<file path="config.mk">
export PLATFORM = sky130hd
export DESIGN_NAME = frame_slot_allocator_deferred_free
export DESIGN_NICKNAME = d
export VERILOG_FILES = /design/src/rtl/fsa_pkg.sv /design/src/rtl/fsa_ctrl.sv /design/src/rtl/fsa_dpath.sv /design/src/rtl/frame_slot_allocator_deferred_free.sv
export SDC_FILE = /design/constraint.sdc
export NUM_CORES = 2
export LEC_CHECK = 0
export BUFFER_PORTS_ARGS = -buffer_cell sky130_fd_sc_hd__clkbuf_2
export CAP_MARGIN = 20
export CORE_UTILIZATION = 45
export CTS_CLUSTER_DIAMETER = 200
export DETAILED_ROUTE_END_ITERATION = 12
export SETUP_SLACK_MARGIN = 0.5
export SLEW_MARGIN = 20
export SYNTH_ARGS = -nofsm -noshare
export SYNTH_HDL_FRONTEND = slang
export SYNTH_SLANG_ARGS = --single-unit
</file>
<file path="constraint.sdc">
create_clock -name clk -period 8.86 [get_ports clk]
set_input_delay 1.772 -clock clk [delete_from_list [all_inputs] [get_ports clk]]
set_output_delay 1.772 -clock clk [all_outputs]
set_load 0.005 [all_outputs]
</file>
<file path="src/rtl/fsa_pkg.sv">
`timescale 1ns / 1ps
// ----------------------------------------------------------------------------
// fsa_pkg: shared definitions for the frame slot allocator
// Sizes, command and status codes, and the control/status bundles that join
// the controller to the datapath.
// ----------------------------------------------------------------------------
package fsa_pkg;

	// Sizing
	localparam int SLOTS       = 1024;
	localparam int QUEUE_DEPTH = 16;
	localparam int SLOT_W      = 10;
	localparam int CMD_W       = 2;
	localparam int STAT_W      = 3;

	// Free map is kept as rows of WORD_W bits
	localparam int WORD_W  = 32;
	localparam int BIT_W   = $clog2(WORD_W);
	localparam int ROWS    = (SLOTS + WORD_W - 1) / WORD_W;
	localparam int ROW_W   = (ROWS > 1) ? $clog2(ROWS) : 1;

	// Pending-free queue
	localparam int QIDX_W  = (QUEUE_DEPTH > 1) ? $clog2(QUEUE_DEPTH) : 1;
	localparam int QCNT_W  = $clog2(QUEUE_DEPTH + 1);

	// Command codes
	localparam logic [CMD_W-1:0] CMD_ALLOC = 2'd0;
	localparam logic [CMD_W-1:0] CMD_CLEAN = 2'd1;
	localparam logic [CMD_W-1:0] CMD_TICK  = 2'd2;

	// Result status codes
	localparam logic [STAT_W-1:0] ST_ALLOCATED  = 3'd0;
	localparam logic [STAT_W-1:0] ST_NONE_FREE  = 3'd1;
	localparam logic [STAT_W-1:0] ST_QUEUED     = 3'd2;
	localparam logic [STAT_W-1:0] ST_QUEUE_FULL = 3'd3;
	localparam logic [STAT_W-1:0] ST_RELEASED   = 3'd4;

	// Controller to datapath
	typedef struct packed {
		logic latch;      // capture frame field of accepted item
		logic alloc_none; // emit "none free"
		logic alloc_rd;   // pick lowest non-empty row, read it
		logic alloc_wr;   // claim lowest free bit, emit result
		logic clean;      // push frame or report full, emit result
		logic rel_rd;     // pop queue head, read its row
		logic rel_wr;     // set freed bit, emit result
	} fsa_cmd_t;

	// Datapath to controller
	typedef struct packed {
		logic any_free;
		logic queue_empty;
	} fsa_stat_t;

endpackage

</file>
<file path="src/rtl/fsa_ctrl.sv">
`timescale 1ns / 1ps
// ----------------------------------------------------------------------------
// fsa_ctrl: allocator sequencer
// Accepts one item at a time, steps through the read and write phases of the
// free map and queue, and owns the result valid flag.
// ----------------------------------------------------------------------------
module fsa_ctrl
	import fsa_pkg::*;
(
	input  logic             clk,
	input  logic             arst_n,
	input  logic             req_valid,
	output logic             req_stall,
	input  logic [CMD_W-1:0] command,
	output logic             rsp_valid,
	input  logic             rsp_stall,
	output fsa_cmd_t         cmd,
	input  fsa_stat_t        stat
);

	localparam logic [2:0] S_IDLE     = 3'd0;
	localparam logic [2:0] S_ALLOC_RD = 3'd1;
	localparam logic [2:0] S_ALLOC_WR = 3'd2;
	localparam logic [2:0] S_CLEAN    = 3'd3;
	localparam logic [2:0] S_REL_RD   = 3'd4;
	localparam logic [2:0] S_REL_WR   = 3'd5;

	logic [2:0] state_q, state_d;
	logic       rsp_valid_q;
	logic       accept;
	logic       out_free;
	logic       emit;

	assign req_stall = (state_q != S_IDLE);
	assign accept    = req_valid && (state_q == S_IDLE);
	assign out_free  = !rsp_valid_q || !rsp_stall;
	assign rsp_valid = rsp_valid_q;

	// Next state and datapath commands
	always_comb begin
		state_d = state_q;
		cmd     = '0;
		case (state_q)
			S_IDLE: begin
				if (accept) begin
					cmd.latch = 1'b1;
					case (command)
						CMD_ALLOC: state_d = S_ALLOC_RD;
						CMD_CLEAN: state_d = S_CLEAN;
						CMD_TICK:  state_d = stat.queue_empty ? S_IDLE : S_REL_RD;
						default:   state_d = S_IDLE;
					endcase
				end
			end
			S_ALLOC_RD: begin
				if (stat.any_free) begin
					cmd.alloc_rd = 1'b1;
					state_d      = S_ALLOC_WR;
				end else if (out_free) begin
					cmd.alloc_none = 1'b1;
					state_d        = S_IDLE;
				end
			end
			S_ALLOC_WR: begin
				if (out_free) begin
					cmd.alloc_wr = 1'b1;
					state_d      = S_IDLE;
				end
			end
			S_CLEAN: begin
				if (out_free) begin
					cmd.clean = 1'b1;
					state_d   = S_IDLE;
				end
			end
			S_REL_RD: begin
				cmd.rel_rd = 1'b1;
				state_d    = S_REL_WR;
			end
			S_REL_WR: begin
				if (out_free) begin
					cmd.rel_wr = 1'b1;
					state_d    = stat.queue_empty ? S_IDLE : S_REL_RD;
				end
			end
			default: state_d = S_IDLE;
		endcase
	end

	assign emit = cmd.alloc_none || cmd.alloc_wr || cmd.clean || cmd.rel_wr;

	// State and result valid
	always_ff @(posedge clk or negedge arst_n) begin
		if (!arst_n) begin
			state_q     <= S_IDLE;
			rsp_valid_q <= 1'b0;
		end else begin
			state_q <= state_d;
			if (emit) begin
				rsp_valid_q <= 1'b1;
			end else if (!rsp_stall) begin
				rsp_valid_q <= 1'b0;
			end
		end
	end

endmodule

</file>
<file path="src/rtl/fsa_dpath.sv">
`timescale 1ns / 1ps
// ----------------------------------------------------------------------------
// fsa_dpath: free map, pending-free queue and result register
// The free map is a row memory with a per-row valid bit and a per-row
// "has a free slot" summary; an unwritten row reads as all slots free.
// ----------------------------------------------------------------------------
module fsa_dpath
	import fsa_pkg::*;
(
	input  logic              clk,
	input  logic              arst_n,
	input  fsa_cmd_t          cmd,
	output fsa_stat_t         stat,
	input  logic [SLOT_W-1:0] frame,
	output logic [STAT_W-1:0] status,
	output logic [SLOT_W-1:0] slot,
	output logic              last
);

	// Lowest set bit of the row summary
	function automatic logic [ROW_W-1:0] low_row(input logic [ROWS-1:0] v);
		logic [ROW_W-1:0] idx;
		idx = '0;
		for (int i = ROWS - 1; i >= 0; i--) begin
			if (v[i]) idx = ROW_W'(i);
		end
		return idx;
	endfunction

	// Lowest set bit of one row
	function automatic logic [BIT_W-1:0] low_bit(input logic [WORD_W-1:0] v);
		logic [BIT_W-1:0] idx;
		idx = '0;
		for (int i = WORD_W - 1; i >= 0; i--) begin
			if (v[i]) idx = BIT_W'(i);
		end
		return idx;
	endfunction

	// Reset content of a row: ones for slots that exist
	function automatic logic [WORD_W-1:0] row_init(input logic [ROW_W-1:0] r);
		logic [WORD_W-1:0] m;
		for (int b = 0; b < WORD_W; b++) begin
			m[b] = ((int'(r) * WORD_W + b) < SLOTS);
		end
		return m;
	endfunction

	logic [WORD_W-1:0] free_mem [ROWS];
	logic [WORD_W-1:0] rd_q;
	logic [ROWS-1:0]   row_valid_q;
	logic [ROWS-1:0]   summary_q;
	logic [ROW_W-1:0]  row_q;

	logic [SLOT_W-1:0] queue_q [QUEUE_DEPTH];
	logic [QIDX_W-1:0] head_q;
	logic [QCNT_W-1:0] count_q;
	logic [SLOT_W-1:0] frame_q;
	logic [SLOT_W-1:0] rel_slot_q;
	logic              rel_in_q;

	logic [STAT_W-1:0] status_q;
	logic [SLOT_W-1:0] slot_q;
	logic              last_q;

	logic [ROW_W-1:0]  sel_row;
	logic [SLOT_W-1:0] head_slot;
	logic              head_in;
	logic [ROW_W-1:0]  head_row;
	logic [ROW_W-1:0]  rd_row;
	logic              rd_en;
	logic [WORD_W-1:0] word_eff;
	logic [BIT_W-1:0]  alloc_bit;
	logic [WORD_W-1:0] alloc_word;
	logic [WORD_W-1:0] rel_word;
	logic              wr_en;
	logic [WORD_W-1:0] wr_word;
	logic              q_full;
	logic [QIDX_W:0]   tail_sum;
	logic [QIDX_W-1:0] tail;
	logic [QIDX_W-1:0] head_inc;
	logic              load_out;
	logic [STAT_W-1:0] status_d;
	logic [SLOT_W-1:0] slot_d;
	logic              last_d;

	// Row selection and read address
	assign sel_row   = low_row(summary_q);
	assign head_slot = queue_q[head_q];
	assign head_in   = ({{(32 - SLOT_W){1'b0}}, head_slot} < 32'(SLOTS));
	assign head_row  = head_in ? ROW_W'(head_slot >> BIT_W) : '0;
	assign rd_row    = cmd.alloc_rd ? sel_row : head_row;
	assign rd_en     = cmd.alloc_rd || cmd.rel_rd;

	// Row as read back, with reset content for rows never written
	assign word_eff   = row_valid_q[row_q] ? rd_q : row_init(row_q);
	assign alloc_bit  = low_bit(word_eff);
	assign alloc_word = word_eff & ~(WORD_W'(1) << alloc_bit);
	assign rel_word   = word_eff | (WORD_W'(1) << rel_slot_q[BIT_W-1:0]);
	assign wr_en      = cmd.alloc_wr || (cmd.rel_wr && rel_in_q);
	assign wr_word    = cmd.alloc_wr ? alloc_word : rel_word;

	// Free map memory
	always_ff @(posedge clk) begin
		if (wr_en) begin
			free_mem[row_q] <= wr_word;
		end
		if (rd_en) begin
			rd_q <= free_mem[rd_row];
		end
	end

	// Row address and release slot capture
	always_ff @(posedge clk) begin
		if (cmd.alloc_rd) begin
			row_q <= sel_row;
		end else if (cmd.rel_rd) begin
			row_q      <= head_row;
			rel_slot_q <= head_slot;
			rel_in_q   <= head_in;
		end
		if (cmd.latch) begin
			frame_q <= frame;
		end
	end

	// Row valid bits and free summary
	always_ff @(posedge clk or negedge arst_n) begin
		if (!arst_n) begin
			row_valid_q <= '0;
			summary_q   <= '1;
		end else if (wr_en) begin
			row_valid_q[row_q] <= 1'b1;
			summary_q[row_q]   <= |wr_word;
		end
	end

	// Queue pointers
	assign q_full   = (count_q == QCNT_W'(QUEUE_DEPTH));
	assign tail_sum = {1'b0, head_q} + (QIDX_W + 1)'(count_q);
	assign tail     = (tail_sum >= (QIDX_W + 1)'(QUEUE_DEPTH)) ?
		QIDX_W'(tail_sum - (QIDX_W + 1)'(QUEUE_DEPTH)) : QIDX_W'(tail_sum);
	assign head_inc = ({1'b0, head_q} + 1'b1 >= (QIDX_W + 1)'(QUEUE_DEPTH)) ?
		'0 : head_q + 1'b1;

	always_ff @(posedge clk or negedge arst_n) begin
		if (!arst_n) begin
			head_q  <= '0;
			count_q <= '0;
		end else if (cmd.clean && !q_full) begin
			count_q <= count_q + 1'b1;
		end else if (cmd.rel_rd) begin
			head_q  <= head_inc;
			count_q <= count_q - 1'b1;
		end
	end

	// Queue entries
	always_ff @(posedge clk) begin
		if (cmd.clean && !q_full) begin
			queue_q[tail] <= frame_q;
		end
	end

	// Result selection
	always_comb begin
		status_d = ST_NONE_FREE;
		slot_d   = '0;
		last_d   = 1'b1;
		if (cmd.alloc_wr) begin
			status_d = ST_ALLOCATED;
			slot_d   = SLOT_W'({row_q, alloc_bit});
		end else if (cmd.clean) begin
			status_d = q_full ? ST_QUEUE_FULL : ST_QUEUED;
			slot_d   = q_full ? '0 : frame_q;
		end else if (cmd.rel_wr) begin
			status_d = ST_RELEASED;
			slot_d   = rel_slot_q;
			last_d   = (count_q == '0);
		end
	end

	assign load_out = cmd.alloc_none || cmd.alloc_wr || cmd.clean || cmd.rel_wr;

	// Result register
	always_ff @(posedge clk) begin
		if (load_out) begin
			status_q <= status_d;
			slot_q   <= slot_d;
			last_q   <= last_d;
		end
	end

	assign status = status_q;
	assign slot   = slot_q;
	assign last   = last_q;

	// Status back to the sequencer
	always_comb begin
		stat.any_free    = |summary_q;
		stat.queue_empty = (count_q == '0);
	end

endmodule

</file>
<file path="src/rtl/frame_slot_allocator_deferred_free.sv">
`timescale 1ns / 1ps
// ----------------------------------------------------------------------------
// frame_slot_allocator_deferred_free: lowest-free slot allocator
// Hands out the lowest free frame-list slot, queues slots for deferred
// release and frees the whole queue on a tick, one result per slot.
//
//   channel  handshake              fields
//   req      req_valid / req_stall  command[1:0], frame[9:0]
//   rsp      rsp_valid / rsp_stall  status[2:0], slot[9:0], last
//
// Allocate has a row read and a row write phase (just a report if none is free),
// clean one push phase, tick a read and a write phase per queued slot; the
// read-modify-write of one free-map row per allocate or release sets this.
// Results leave through a register, so the next item is taken while the last
// result waits; a stalled result holds the sequencer at its write phase.
// No clearing pass after reset: per-row valid bits make unwritten rows free.
// ----------------------------------------------------------------------------
module frame_slot_allocator_deferred_free
	import fsa_pkg::*;
(
	input  logic              clk,
	input  logic              arst_n,
	input  logic              req_valid,
	output logic              req_stall,
	input  logic [CMD_W-1:0]  command,
	input  logic [SLOT_W-1:0] frame,
	output logic              rsp_valid,
	input  logic              rsp_stall,
	output logic [STAT_W-1:0] status,
	output logic [SLOT_W-1:0] slot,
	output logic              last
);

	fsa_cmd_t  cmd;
	fsa_stat_t stat;

	// Sequencer
	fsa_ctrl u_ctrl (
		.clk       (clk),
		.arst_n    (arst_n),
		.req_valid (req_valid),
		.req_stall (req_stall),
		.command   (command),
		.rsp_valid (rsp_valid),
		.rsp_stall (rsp_stall),
		.cmd       (cmd),
		.stat      (stat)
	);

	// Free map, queue and result register
	fsa_dpath u_dpath (
		.clk    (clk),
		.arst_n (arst_n),
		.cmd    (cmd),
		.stat   (stat),
		.frame  (frame),
		.status (status),
		.slot   (slot),
		.last   (last)
	);

endmodule
</file>
### Yosys cells after proc, flatten, opt, wreduce, memory -nomap -nowiden

Memories as Yosys holds them, arrays and structs flattened. A register that Yosys moved wholly into a read port is not among the register bits.
Index checks and enable logic that the tools add are counted.

* add/subtract/negate cells: 37
* $lt $le $gt $ge: 36
* equality and inequality tests: 11
* shift-type cells: 2
* mux-type cells: 108
* bitwise gates (word level): 7
* reductions and logical operators: 25

Operators by type and width (count)
* less-than comparator 32 x 12 -> 1 bit, second input constant: 31
* 2-to-1 mux 5 bit: 69
* adder 10 x 5 -> 11 bit, second input constant: 16
* adder 10 x 4 -> 11 bit, second input constant: 8
* 2-to-1 mux 32 bit: 2
* bitwise OR 32 bit: 2
* OR reduction 32 bit: 2
* left shift 1 x 5 -> 32 bit, first input constant: 2
* adder 10 x 3 -> 11 bit, second input constant: 4
* 2-to-1 mux 10 bit: 4
* bitwise AND 32 bit: 1
* bitwise mux 32 bit: 1
* NOT 32 bit: 1
* adder 10 x 2 -> 11 bit, second input constant: 2
* 2-to-1 mux 3 bit: 7
* 2-to-1 mux 1 bit: 18
* one-hot mux 3 bit (5 select lines): 1
* adder 10 x 1 -> 11 bit, second input constant: 1
* less-than comparator 10 x 11 -> 1 bit, second input constant: 1
* >= comparator 5 bit, second input constant: 2
* one-hot mux 3 bit (3 select lines): 1
* 2-to-1 mux 4 bit: 2
* == test 3 x 2 -> 1 bit, second input constant: 2
* == test 3 bit, second input constant: 2
* 28 further kinds: 44

* register bits after elaboration: 116
* memory bits (writable): 1184
* memories kept: 2

Memories
* u_dpath.free_mem: depth 32, width 32, rd ports 1, clocked after memory_dff 1, write ports 1, line fsa_dpath.sv:49 `logic [WORD_W-1:0] free_mem [ROWS];`
* u_dpath.queue_q: depth 16, width 10, rd ports 1, clocked after memory_dff 0, write ports 1, line fsa_dpath.sv:55 `logic [SLOT_W-1:0] queue_q [QUEUE_DEPTH];`

### Longest topological paths before layout

* depth in word-level cells: 41
* depth in mapped cells: 16

### By module

Synthesis repeated with hierarchy kept, for this count alone.

* cells, all modules: 3579
* area total of the unflattened synthesis: 54214.5 um^2

Modules (own cells, without submodules)
* fsa_dpath: instances 1, cells an instance 3544, area an instance 53911.7 um^2, seq. area each 39552.9 um^2
* fsa_ctrl: instances 1, cells an instance 35, area an instance 302.8 um^2, seq. area each 100.1 um^2

### Worst setup path before layout

Ideal clock, no wire load.

* path type: input -> register
* start point: input port rsp_stall
* end point: register u_dpath.summary_q[13]
* library setup time: 0.083 ns
* arrival time: 4.969 ns
* path slack: 3.808 ns
* stages: 8
* path through: nand2_1 nand2_1 nor3b_1 nor2_1 or3b_2 clkbuf_1 nor2_1 mux2_4

* longest elaborated chain between the ends: 7
* elaborated cells between the ends (all ways): 9

Ends and longest elaborated chain
* from (decl): line frame_slot_allocator_deferred_free.sv:28 `input logic rsp_stall,`
* logical NOT 1 bit (*): line fsa_ctrl.sv:36 `assign out_free = !rsp_valid_q || !rsp_stall;`
* logical OR 1 bit (*): line fsa_ctrl.sv:36
* 2-to-1 mux 1 bit (*): line fsa_ctrl.sv:65, fsa_ctrl.sv:81
* 2-to-1 mux 1 bit: line fsa_ctrl.sv:43 `case (state_q)`
* 2-to-1 mux 32 bit: line fsa_dpath.sv:101 `assign wr_word = cmd.alloc_wr ? alloc_word : rel_word;`
* OR reduction 32 bit: line fsa_dpath.sv:134 `summary_q[row_q] <= |wr_word;`
* bitwise mux 32 bit: line fsa_dpath.sv:134
* to (signal, indexed assignment): line fsa_dpath.sv:134
* to (decl): line fsa_dpath.sv:52 `logic [ROWS-1:0] summary_q;`

Mark *: on every way between the ends. The rest lies on a longest branch, timed or not.
A chain may end at the register's enable or synchronous reset.

### Final worst setup path

* start point: register u_dpath.head_q[0]
* end point: register u_dpath.rd_q[2], read port of u_dpath.free_mem, data pin

* longest elaborated chain between the ends: 2

Ends and longest elaborated chain
* from (decl): line fsa_dpath.sv:56 `logic [QIDX_W-1:0] head_q;`
* from (signal assigned): line fsa_dpath.sv:153 `head_q <= head_inc;`
* memory read (16 x 10 bit)
* via u_dpath.head_slot[5]: line fsa_dpath.sv:67 `logic [SLOT_W-1:0] head_slot;`
* 2-to-1 mux 5 bit: line fsa_dpath.sv:92 `assign rd_row = cmd.alloc_rd ? sel_row : head_row;`
* to (decl): line fsa_dpath.sv:50 `logic [WORD_W-1:0] rd_q;`

The timed path passes the listed nets, and every way through them passes these cells.

==> out/metrics.yaml <==
status: "finished clean"
numPortBuffers: 31
postCtsSetupRepairBufs: 0
cpMaxStageDelayCell: "buf_4"
synthArstFlopShare_pct: 5.78
drive_gt1_share_pct: 14.9
ioPinCount: 32
crit_family: "buffers and inverters"
vias: 33100
syn_nets: 3765
coreArea_mm2: 0.118
hold_path.class: "reg -> reg"
area_delta_synth_final_pct: 13.0
ys_seq_area_share_pct: 73.8
clock-sinks: 1332
ys_ff_latch: 1332
hpwl_mm: 86.6
die_w_um: 348
tritoncts: "done"
postRouteAntennaNets: 0
min_path_cells: 1
clk_latency_ns: 0.77
holdPathEnd: "u_dpath.row_valid_q[30]"
drt_iter0_drc: 3660
worstSetupPathType: "reg -> reg"
syn_inst: 3740
timing.rr.start: "u_dpath.head_q[0]"
drv_slew: 0
drtPass1Iterations: 5
grt.total_usage_pct: 25.4
end_kind: "register"
fmax_ghz: 0.195
cts_resized: 0
gp_congestion: 0.922
fin_crit_sh_pct: 57.7
cts-root-buf: "clkbuf_16"
crit_required_ns: 9.33
r2r_setup_slack_ns: 3.74
tns_ns: 0
finalHoldViolations: 0
relSlewSlack_pct: 24.7
syn_area_mm2: 0.0537
grt_max_degree: 123
cts_hold_buf: 0
grt_pass1_vias: 32200
worstPathCellList: "buf_4, mux4_2, a22oi_1, nand2_1, nand2_1, a21boi_4, buf_4, inv_6, nand2_2, buf_4, o22ai_1, nor2_1, a21oi_1, a311oi_1"
worstReg2RegEnd: "u_dpath.rd_q[2]"
ys_warn_count: 0
tightest_slew_ns: 1.12
path_clk_slew_ns: 0.06
synth_edf_count: 1255
nets: 3825
path_max_fanout: 55
cts_buffers: 139
path_common_cell: "buf_4"
grt_overflow_total: 0
setup_viol: 0
critPathArrivalTime_ns: 5.58
grt_pass1_wl_mm: 223
synth.avg_cell_area_um2: 14.4
cp-start-kind: "register"
fin_skew_ns: 0.0389
vias_per_cell: 6.07
finalInstanceArea_mm2: 0.0607
drc: 0
cts_buffer_depth: 3
die-area_mm2: 0.121
rows: 126
antenna_cells: 0
slowest_delay_ns: 0.64
path_buf_inv: 4
initial_utilization_pct: 45.4
min_from: "u_dpath.row_valid_q[30]"
antenna_found_initial: 3
htree_levels: 4
fp.dieH_um: 348
ys_types: 92
placed_area_mm2: 0.0562
routed_wl_mm: 153
wl_per_cell_um: 28.2
maxCapViolCount: 0
synthFlopType: "edfxtp_1"
reg2regPathDepth: 14
period_needed_ns: 5.12
grt_setup_unrepaired: "false"
==> per-stage QoR <==
stage                     setup WS (ns)  hold slack [ns]  util [%]  instances
after floorplan                    3.81            0.431         -       3740
after CTS                          3.69            0.463      51.3       5443
after global routing               3.38            0.474      51.3       5443
after global placement             3.40            0.446      47.5       5190
final                              3.74            0.462      51.3       5443
after detailed placement           3.42            0.448      47.6       5195
==> synthesized netlist by cell type, types with 32 or more instances <==
library cell / count / share of area [%]
o221ai_1: 32 / 0.52
nor2_1: 154 / 1.1
dfrtp_1: 45 / 2.1
edfxtp_1: 1255 / 70
a21oi_1: 85 / 0.79
or2_2: 36 / 0.42
nand3_1: 46 / 0.43
buf_2: 41 / 0.38
a311oi_1: 64 / 1.0
clkbuf_1: 146 / 1.0
and3_1: 167 / 1.9
o22ai_1: 99 / 1.2
o21ai_0: 36 / 0.34
a31oi_1: 170 / 2.0
mux4_2: 49 / 2.1
nand2_1: 825 / 5.8
mux2i_1: 77 / 1.4
dfstp_2: 32 / 1.6
==> layout by cell type (no fill, tap or decap), types with 45 or more instances in the layout <==
cell type  count
mux2i_1       77
o22ai_1       99
nand2_1      823
nand3_1       45
a311oi_1      64
buf_4        109
a31oi_1      170
clkbuf_16    142
a21oi_1       83
mux4_2        49
nor2_1       117
and3_1       167
edfxtp_1    1255
==> kinds of logic (layout without fill, tap and decap cells) <==
family	after synthesis	count (layout)	synth area share, %
fa+ha+maj	9	9	0.238
compound gates	618	618	8.05
buf+inv	251	418	1.95
mux	164	164	4.52
xor+xnor	10	10	0.163
flops	1332	1332	73.8
simple gates	1356	1356	11.3
==> flip-flops by register name (all words and copies together), names as in the netlist, 10 cells and up <==
signal               flops
u_dpath.summary_q       32
u_dpath.queue_q        160
u_dpath.row_valid_q     32
u_dpath.slot            10
u_dpath.free_mem      1024
u_dpath.frame_q         10
u_dpath.rd_q            32
u_dpath.rel_slot_q      10
==> how the worst max path moves through the flow <==
stage / startpoint / endpoint / slack, ns / cells past startpoint
final: u_dpath.head_q[0] / u_dpath.rd_q[2] / 3.74 / 14
after global placement: rsp_stall / u_dpath.summary_q[28] / 3.40 / 11
after global routing: u_dpath.head_q[0] / u_dpath.rd_q[19] / 3.38 / 14
after CTS: u_dpath.head_q[0] / u_dpath.rd_q[2] / 3.69 / 14
after floorplan: rsp_stall / u_dpath.summary_q[13] / 3.81 / 8
after detailed placement: rsp_stall / u_dpath.summary_q[31] / 3.42 / 11
==> metal layers <==
metal  part of all wire [%]  GRT usage (%)  vias to the layer above
li1                       -              -                    14500
met5                      0              0                        -
met4                    3.2           8.95                        0
met2                     47           40.8                     1322
met1                     43           35.3                    17000
met3                    6.8           3.77                      258
==> worst register-to-register path, stage by stage, from the launching register on <==
cell	delay (ns)
dfrtp_2	0.58
buf_4	0.44
mux4_2	0.56
a22oi_1	0.19
nand2_1	0.16
nand2_1	0.10
a21boi_4	0.22
buf_4	0.65
inv_6	0.12
nand2_2	0.52
buf_4	0.37
o22ai_1	0.12
nor2_1	0.13
a21oi_1	0.11
a311oi_1	0.57
==> area by class of cell <==
cell class	instances	area (um^2)
clock buffers	175	3680
clock inverters	73	752
fillers	9785	57500
inverters	25	106
multi-input cells	2157	13500
flip-flops and latches	1332	39700
well taps	1536	1920
repair buffers	145	1080
Power is left out: the tool's default activity adds up to more than one toggle a clock period on the data nets, which glitch-free logic cannot reach.
